===== src/design/isc_pkg.sv =====
// isc_pkg: shared constants for the item completeness scanner
// character codes, default widths and character class functions; no dependencies
`default_nettype none

package isc_pkg;

  localparam int POS_WIDTH_DEF   = 16;
  localparam int DEPTH_WIDTH_DEF = 8;
  localparam int CHAR_WIDTH      = 8;

  localparam logic [7:0] CH_QUOTE   = 8'h22;
  localparam logic [7:0] CH_BSLASH  = 8'h5c;
  localparam logic [7:0] CH_SLASH   = 8'h2f;
  localparam logic [7:0] CH_STAR    = 8'h2a;
  localparam logic [7:0] CH_SEMI    = 8'h3b;
  localparam logic [7:0] CH_LPAREN  = 8'h28;
  localparam logic [7:0] CH_RPAREN  = 8'h29;
  localparam logic [7:0] CH_LBRACK  = 8'h5b;
  localparam logic [7:0] CH_RBRACK  = 8'h5d;
  localparam logic [7:0] CH_LBRACE  = 8'h7b;
  localparam logic [7:0] CH_RBRACE  = 8'h7d;
  localparam logic [7:0] CH_SPACE   = 8'h20;
  localparam logic [7:0] CH_TAB     = 8'h09;
  localparam logic [7:0] CH_NL      = 8'h0a;
  localparam logic [7:0] CH_VT      = 8'h0b;
  localparam logic [7:0] CH_FF      = 8'h0c;
  localparam logic [7:0] CH_CR      = 8'h0d;
  localparam logic [7:0] CH_NUL     = 8'h00;

  function automatic logic is_space(input logic [7:0] c);
    is_space = (c == CH_SPACE) || (c == CH_TAB) || (c == CH_NL) ||
               (c == CH_VT) || (c == CH_FF) || (c == CH_CR);
  endfunction

  function automatic logic is_opener(input logic [7:0] c);
    is_opener = (c == CH_LPAREN) || (c == CH_LBRACK) || (c == CH_LBRACE);
  endfunction

  function automatic logic is_closer(input logic [7:0] c);
    is_closer = (c == CH_RPAREN) || (c == CH_RBRACK) || (c == CH_RBRACE);
  endfunction

endpackage

`default_nettype wire


===== src/design/item_completeness_scanner_core.sv =====
// item_completeness_scanner_core: byte-wise bracket balance and completeness scanner
// depends on isc_pkg for character codes and default widths
//
// usage:
//   input channel carries one text byte per item (char_code) with new_item,
//   which clears all scan state before that byte is taken
//   output channel gives one result per byte: complete, first/last significant
//   character, position of the first one, bracket depth and string/comment flags
//   handshake on both sides is valid/stall; an item moves when valid is high
//   and stall is low
//   path: a byte is taken into the input register, then its result is
//   written into the result register, which presents it
//   throughput: one byte per cycle while the output is not stalled; the scan
//   state update is a single combinational pass from input to result register
//   when the output is stalled the result register holds, the input register
//   keeps its byte and in_stall rises only once both are full
//   reset (rst, synchronous) clears the scan state and empties both registers
`default_nettype none

module item_completeness_scanner_core #(
  parameter int POS_WIDTH   = isc_pkg::POS_WIDTH_DEF,
  parameter int DEPTH_WIDTH = isc_pkg::DEPTH_WIDTH_DEF
) (
  input  wire logic                   clk,
  input  wire logic                   rst,
  input  wire logic                   in_valid,
  output      logic                   in_stall,
  input  wire logic [7:0]             char_code,
  input  wire logic                   new_item,
  output      logic                   out_valid,
  input  wire logic                   out_stall,
  output      logic                   complete,
  output      logic [7:0]             first_char,
  output      logic [POS_WIDTH-1:0]   first_pos,
  output      logic [7:0]             last_char,
  output      logic [DEPTH_WIDTH-1:0] depth,
  output      logic                   in_string,
  output      logic                   in_block
);

  localparam logic [POS_WIDTH-1:0]   POS_MAX   = {POS_WIDTH{1'b1}};
  localparam logic [DEPTH_WIDTH-1:0] DEPTH_MAX = {DEPTH_WIDTH{1'b1}};

  // input register
  logic       s1_valid;
  logic [7:0] s1_char;
  logic       s1_new;

  // scan state
  logic                   string_open, string_open_next;
  logic                   escape_pending, escape_pending_next;
  logic                   block_open, block_open_next;
  logic                   star_seen, star_seen_next;
  logic                   line_open, line_open_next;
  logic                   slash_held, slash_held_next;
  logic [POS_WIDTH-1:0]   slash_position, slash_position_next;
  logic [DEPTH_WIDTH-1:0] nest_level, nest_level_next;
  logic [7:0]             first_seen, first_seen_next;
  logic [POS_WIDTH-1:0]   first_at, first_at_next;
  logic [7:0]             last_seen, last_seen_next;
  logic [POS_WIDTH-1:0]   byte_count, byte_count_next;

  logic                 advance;
  logic [7:0]           fc_next;
  logic [7:0]           lc_next;
  logic [POS_WIDTH-1:0] fp_next;
  logic                 complete_next;
  logic                 done;
  logic [POS_WIDTH-1:0] pos;
  logic [7:0]           c;

  assign advance  = s1_valid && (!out_valid || !out_stall);
  assign in_stall = s1_valid && !advance;

  always_ff @(posedge clk) begin
    if (rst) begin
      s1_valid <= 1'b0;
    end else if (in_valid && !in_stall) begin
      s1_valid <= 1'b1;
    end else if (advance) begin
      s1_valid <= 1'b0;
    end
    if (in_valid && !in_stall) begin
      s1_char <= char_code;
      s1_new  <= new_item;
    end
  end

  always_comb begin
    c = s1_char;
    // start from cleared state on a new item
    if (s1_new) begin
      string_open_next    = 1'b0;
      escape_pending_next = 1'b0;
      block_open_next     = 1'b0;
      star_seen_next      = 1'b0;
      line_open_next      = 1'b0;
      slash_held_next     = 1'b0;
      slash_position_next = '0;
      nest_level_next     = '0;
      first_seen_next     = '0;
      first_at_next       = '0;
      last_seen_next      = '0;
      byte_count_next     = '0;
    end else begin
      string_open_next    = string_open;
      escape_pending_next = escape_pending;
      block_open_next     = block_open;
      star_seen_next      = star_seen;
      line_open_next      = line_open;
      slash_held_next     = slash_held;
      slash_position_next = slash_position;
      nest_level_next     = nest_level;
      first_seen_next     = first_seen;
      first_at_next       = first_at;
      last_seen_next      = last_seen;
      byte_count_next     = byte_count;
    end
    pos  = byte_count_next;
    done = 1'b0;

    if (string_open_next) begin
      if (escape_pending_next) begin
        escape_pending_next = 1'b0;
      end else if (c == isc_pkg::CH_BSLASH) begin
        escape_pending_next = 1'b1;
      end else if (c == isc_pkg::CH_QUOTE) begin
        string_open_next = 1'b0;
        last_seen_next   = c;
      end
    end else if (block_open_next) begin
      if (star_seen_next && c == isc_pkg::CH_SLASH) begin
        block_open_next = 1'b0;
        star_seen_next  = 1'b0;
      end else begin
        star_seen_next = (c == isc_pkg::CH_STAR);
      end
    end else if (line_open_next) begin
      if (c == isc_pkg::CH_NL) begin
        line_open_next = 1'b0;
      end
    end else begin
      if (slash_held_next) begin
        slash_held_next = 1'b0;
        if (c == isc_pkg::CH_SLASH) begin
          line_open_next = 1'b1;
          done = 1'b1;
        end else if (c == isc_pkg::CH_STAR) begin
          block_open_next = 1'b1;
          star_seen_next  = 1'b0;
          done = 1'b1;
        end else begin
          // commit the held slash
          if (first_seen_next == isc_pkg::CH_NUL) begin
            first_seen_next = isc_pkg::CH_SLASH;
            first_at_next   = slash_position_next;
          end
          last_seen_next = isc_pkg::CH_SLASH;
        end
      end
      if (!done) begin
        if (c == isc_pkg::CH_SLASH) begin
          slash_held_next     = 1'b1;
          slash_position_next = pos;
        end else if (c == isc_pkg::CH_QUOTE || !isc_pkg::is_space(c)) begin
          if (c == isc_pkg::CH_QUOTE) begin
            string_open_next    = 1'b1;
            escape_pending_next = 1'b0;
          end else if (isc_pkg::is_opener(c)) begin
            if (nest_level_next != DEPTH_MAX) begin
              nest_level_next = nest_level_next + 1'b1;
            end
          end else if (isc_pkg::is_closer(c)) begin
            if (nest_level_next != '0) begin
              nest_level_next = nest_level_next - 1'b1;
            end
          end
          if (first_seen_next == isc_pkg::CH_NUL) begin
            first_seen_next = c;
            first_at_next   = pos;
          end
          last_seen_next = c;
        end
      end
    end

    if (byte_count_next != POS_MAX) begin
      byte_count_next = byte_count_next + 1'b1;
    end

    fc_next = first_seen_next;
    fp_next = first_at_next;
    lc_next = last_seen_next;
    if (slash_held_next) begin
      if (fc_next == isc_pkg::CH_NUL) begin
        fc_next = isc_pkg::CH_SLASH;
        fp_next = slash_position_next;
      end
      lc_next = isc_pkg::CH_SLASH;
    end

    complete_next = !string_open_next && !block_open_next && (nest_level_next == '0) &&
                    (lc_next == isc_pkg::CH_SEMI || lc_next == isc_pkg::CH_RBRACE);
  end

  always_ff @(posedge clk) begin
    if (rst) begin
      string_open    <= 1'b0;
      escape_pending <= 1'b0;
      block_open     <= 1'b0;
      star_seen      <= 1'b0;
      line_open      <= 1'b0;
      slash_held     <= 1'b0;
      slash_position <= '0;
      nest_level     <= '0;
      first_seen     <= '0;
      first_at       <= '0;
      last_seen      <= '0;
      byte_count     <= '0;
    end else if (advance) begin
      string_open    <= string_open_next;
      escape_pending <= escape_pending_next;
      block_open     <= block_open_next;
      star_seen      <= star_seen_next;
      line_open      <= line_open_next;
      slash_held     <= slash_held_next;
      slash_position <= slash_position_next;
      nest_level     <= nest_level_next;
      first_seen     <= first_seen_next;
      first_at       <= first_at_next;
      last_seen      <= last_seen_next;
      byte_count     <= byte_count_next;
    end
  end

  // result register
  always_ff @(posedge clk) begin
    if (rst) begin
      out_valid <= 1'b0;
    end else if (advance) begin
      out_valid <= 1'b1;
    end else if (!out_stall) begin
      out_valid <= 1'b0;
    end
    if (advance) begin
      complete   <= complete_next;
      first_char <= fc_next;
      first_pos  <= fp_next;
      last_char  <= lc_next;
      depth      <= nest_level_next;
      in_string  <= string_open_next;
      in_block   <= block_open_next;
    end
  end

  a_string_block_excl: assert property (@(posedge clk) disable iff (rst)
    !(string_open && block_open))
    else $error("string and block comment open together");

  a_escape_in_string: assert property (@(posedge clk) disable iff (rst)
    escape_pending |-> string_open)
    else $error("escape pending outside a string");

  a_slash_outside: assert property (@(posedge clk) disable iff (rst)
    slash_held |-> (!string_open && !block_open && !line_open))
    else $error("slash held inside a string or comment");

  a_complete_closed: assert property (@(posedge clk) disable iff (rst)
    (out_valid && complete) |-> (!in_string && !in_block && depth == '0))
    else $error("complete with something still open");

  a_stall_full: assert property (@(posedge clk) disable iff (rst)
    in_stall |-> (s1_valid && out_valid && out_stall))
    else $error("input stalled with room in the pipeline");

endmodule

`default_nettype wire


===== config.mk =====
export PLATFORM = sky130hd
export DESIGN_NAME = item_completeness_scanner_core
export DESIGN_NICKNAME = d
export VERILOG_FILES = /design/src/design/isc_pkg.sv /design/src/design/item_completeness_scanner_core.sv
export SDC_FILE = /design/constraint.sdc
export NUM_CORES = 1
export LEC_CHECK = 0
export BUFFER_PORTS_ARGS = -buffer_cell sky130_fd_sc_hd__buf_2
export CORE_MARGIN = 2
export CORE_UTILIZATION = 40
export DETAILED_ROUTE_END_ITERATION = 12
export GPL_TIMING_DRIVEN = 0
export PLACE_DENSITY = 0.65
export SYNTH_ARGS = -nofsm -noshare
export SYNTH_HDL_FRONTEND = slang
export SYNTH_SLANG_ARGS = --single-unit

===== constraint.sdc =====
create_clock -name clk -period 6.4 [get_ports clk]
set_clock_uncertainty 0.1 [all_clocks]
set_input_delay 1.28 -clock clk [delete_from_list [all_inputs] [get_ports clk]]
set_output_delay 1.28 -clock clk [all_outputs]
set_load 0.05 [all_outputs]

* After elaboration in Yosys (flattened, before gate mapping)
Index checks and enable logic that the tools add are counted.
Word-level totals: register bits after elaboration 132, logic and storage cells 202, output and inout port bits 45
Cells by class: add/sub/neg operators 3, reduce and logical (&&, ||, !) cells 32, mux-type cells 123, equality and inequality tests 21
Operator list (count):
- $mux W16 | 22
- $mux W8 | 43
- $mux W1 | 58
- $eq A8 B6 Y1 const B | 7
- $eq A8 B7 Y1 const B | 6
- $eq A8 B4 Y1 const B | 5
- $logic_not A8 Y1 | 4
- $add A16 B1 Y16 const B | 1
- $ne A16 B16 Y1 const B | 1
- $logic_or A1 B1 Y1 | 12
- $add A8 B1 Y8 const B | 1
- $ne A8 B8 Y1 const B | 1
- $reduce_bool A8 Y1 | 1
- $sub A8 B1 Y8 const B | 1
- $logic_and A1 B1 Y1 | 7
- $logic_not A1 Y1 | 7
- $ne A2 B1 Y1 const B | 1
- $reduce_bool A2 Y1 | 1

* Longest topological paths before layout
depth after elaboration 20, gate-level depth with buffers 14

* Worst setup path before layout
OpenSTA, ideal clock, no wires.
path kind in2reg, from in out_stall, to reg complete, enable pin, buffers on the path 2, slack 2.641 ns, stages 5, arrival 3.235 ns, cell sequence nand2_1 -> nand2_1 -> clkinv_1 -> clkbuf_1 -> clkbuf_1
Between the ends: cells in the longest elaborated chain, start to end 3
Ends and longest elaborated chain:
- start: declaration | line item_completeness_scanner_core.sv:31 | input wire logic out_stall,
- $logic_not A1 Y1
- $logic_or A1 B1 Y1 | line item_completeness_scanner_core.sv:72 | assign advance = s1_valid && (!out_valid || !out_stall);
- $logic_and A1 B1 Y1 | line item_completeness_scanner_core.sv:72
- net advance | line item_completeness_scanner_core.sv:63 | logic advance;
- end signal: assignment | line item_completeness_scanner_core.sv:246 | complete <= complete_next;
- end: declaration | line item_completeness_scanner_core.sv:32 | output logic complete,
The timed path passes the listed nets, and every way through them passes these cells. A chain may end at the register's enable or synchronous reset.

* Final worst setup path
from reg s1_new, to reg byte_count[14]
Between the ends: cells in the longest elaborated chain, start to end 3
Ends and longest elaborated chain:
- start: declaration | line item_completeness_scanner_core.sv:47 | logic s1_new;
- start signal: assignment | line item_completeness_scanner_core.sv:85 | s1_new <= new_item;
- $mux W16 (*) | line item_completeness_scanner_core.sv:92 | if (s1_new) begin
- $add A16 B1 Y16 / $ne A16 B16 Y1 (equally long branches) | line item_completeness_scanner_core.sv:188, item_completeness_scanner_core.sv:187
- $mux W16 (*) | line item_completeness_scanner_core.sv:187 | if (byte_count_next != POS_MAX) begin
- end signal: assignment | line item_completeness_scanner_core.sv:232 | byte_count <= byte_count_next;
- end: declaration | line item_completeness_scanner_core.sv:61 | logic [POS_WIDTH-1:0] byte_count, byte_count_next;
Mark *: on every way between the ends. The rest lies on a longest branch, timed or not.

==> metrics.cfg <==
[cts]
clock_sinks=132
post-cts-setup-buffers=0
cts_resized=0
cts.root.buffer_cell=clkbuf_16
cts_htree_levels=4
clk_pin_slew_ps=60
cts_tree=yes
cts_buffers=17
insertion_delay_ps=430
hold_buffers=0
cts_max_path_buffers=2

[die]
initial_core_util_pct=40.69
dieArea_um2=18610
num_rows=48
die_y_um=136.4
chipWidth_um=136.4
ios=58
coreArea_um2=17240

[drt]
ant_nets=0
drc=0
via_per_inst=6.012
drtIter0Drc=840
num_vias=6565
dr.pass1.iters=7
wl_um=22170
route.detailed.wl_per_inst_um=20.30

[min_path]
hp-class=reg2reg

[place]
hpwlAfterDp_um=15550
numPortBuffers=57
post-place-ws_ps=1321
routabilityCongestion=0.9937
placed_area_um2=7602

[logic_synthesis]
ys_seq_area_share_pct=45.09
synthTopCellsByCount=nor2_1 (97), dfxtp_1 (80), nand2_1 (71)
syn_inst=777
synth_edf_count=52
yosysMostFrequentCell=nor2_1
synth.distinct_cells=85
ys.flop_type=dfxtp_1
synth_area_leaders=dfxtp_1 (23%), edfxtp_1 (22%), nor2_1 (5.2%)
syn-mean-instance-area_um2=9.027
netlist_area_um2=7014
synth_area_leader_cell=dfxtp_1
ys_seq_elements=132
ys_async_sr_fraction_pct=0
synth_top_area_share_pct=22.83
synth.net_count=794
ys_warn_count=0

[finish]
final_nets=871
areaGrowthSynthToFinish_pct=17.09
multi_input_area_um2=3528
fin_area_um2=8213
num-fill-cells=1647
drive_gt1_share_pct=16.72
antennaDiodeCount=0
ff_latch_area_um2=3163

[power_and_ir_drop]
p_total_mw=2.228
p_leak_nw=2.984
ir_drop_mv=0.1966
p_per_area_nw_per_um2=271.3

[timing]
slew_viol_final=0
tightest_slew_ps=1226
fmax_mhz=192.0
whs_ps=395.8
max_slew_margin_pct=17.61
period_needed_ps=5209
fin_ws_ps=1191
setup_viol_count_final=0
fin_crit_sh_pct=81.40
rsz0062_at_grt=false
setup_tns_ps=0
hold_viol_final=0

[global_routing]
grt_pass1_wl_um=34220
grt_max_degree=33
antenna_found_initial=0
grt_pass1_vias=5796
grt_remaining_overflow=0
track_usage_pct=24.46

[setup_path]
critPathLaunchType=flop
worstPathRequired_ps=6590
cp_num_buf_inv=4
crit_arrival_ps=5400
cp_max_fo=10
cpLargestDelayFamily=buffers and inverters
slowest_delay_ps=630
crit_top_cell=clkbuf_1
cp_cell_sequence=clkbuf_1, clkbuf_1, clkbuf_1, clkbuf_1, nor2b_1, ha_1, and2_1, a41oi_1, nand4_1, nor2_1, nand4_1, xnor2_1, nor2_1
critPathSlowestCell=a41oi_1
critical_path_class=reg2reg
endpoint_kind=flop

[status]
status=complete, no violations

[run]
drv_cap=0

## power breakdown
group	switching [mW]	internal [mW]
clock network	0.390	0.612
registers	0.0210	0.913
logic	0.215	0.0768
## layer usage
metal	routed length [µm]	vias to the layer above	global-route usage, %
li1	-	3049	-
met1	10430	3129	36.96
met2	9424	343	34.20
met3	1759	44	4.773
met4	563	0	8.970
met5	0	-	0
## sequential cells by signal (all words and copies together) (netlist names)
signal and count:
star_seen 1, slash_held 1, nest_level 8, slash_position 16
first_at 16, complete 1, last_seen 8, escape_pending 1
string_open 1, depth 8, in_block 1, out_valid 1
byte_count 16, last_char 8, c 8, s1_valid 1
first_seen 8, line_open 1, block_open 1, s1_new 1
first_char 8, first_pos 16, in_string 1
## placed cells by master (no fill, tap or decap), types with 10 or more instances in the layout
master	instances
a21oi_1	47
nand3_1	31
nor4_1	10
mux2i_1	13
nor2_1	97
nand2b_1	10
clkbuf_1	38
clkbuf_16	21
nor3_1	18
a211oi_1	21
mux2_2	12
a22oi_1	19
inv_1	19
xnor2_1	11
a222oi_1	10
edfxtp_1	52
buf_2	66
dfxtp_1	80
nand2_1	71
o21ai_0	41
nor2b_1	18
## cell type report
class,instances,area share (%)
plain buffers,53,2.986
clock buffers,25,6.825
clock inverters,7,0.6094
inverters,21,0.9598
multi-input cells,571,42.96
flip-flops and latches,132,38.51
well taps,225,3.428
repair buffers,58,3.717
## final timing paths
kind                 from             end  slack [ps]  depth (start not counted)
max                s1_new  byte_count[14]        1190                         13
min          last_seen[0]    last_seen[0]         400                          2
max reg2reg        s1_new  byte_count[14]        1190                         13
min reg2reg  last_seen[0]    last_seen[0]         400                          2
## tightest hold or removal path: stages (launching register included)
cell     delay, ps
dfxtp_1        330
nand2_1         60
a21oi_1         60
## metrics by stage
stage / std cells / util [%]
6_report: 1092 / 47.65
3_3_place_gp: 1059 / 43.98
5_1_grt: 1092 / 47.65
4_1_cts: 1092 / 47.65
3_5_place_dp: 1060 / 44.11
2_1_floorplan: 777 / -
## kinds of logic (layout without fill, tap and decap cells)
family                     count (synthesis)  count (layout)  share of synthesized area [%]
DFF                                      132             132                          45.09
and+or+nand+nor                          313             313                          22.42
buffers and inverters                     74             164                          4.602
AOI/OAI and AO/OA                        216             216                          21.76
adders and majority gates                  4               4                         0.7135
xor gates and xnor gates                  13              13                          1.623
muxes                                     25              25                          3.782
Note: power is estimated with default switching activity, not from simulation.
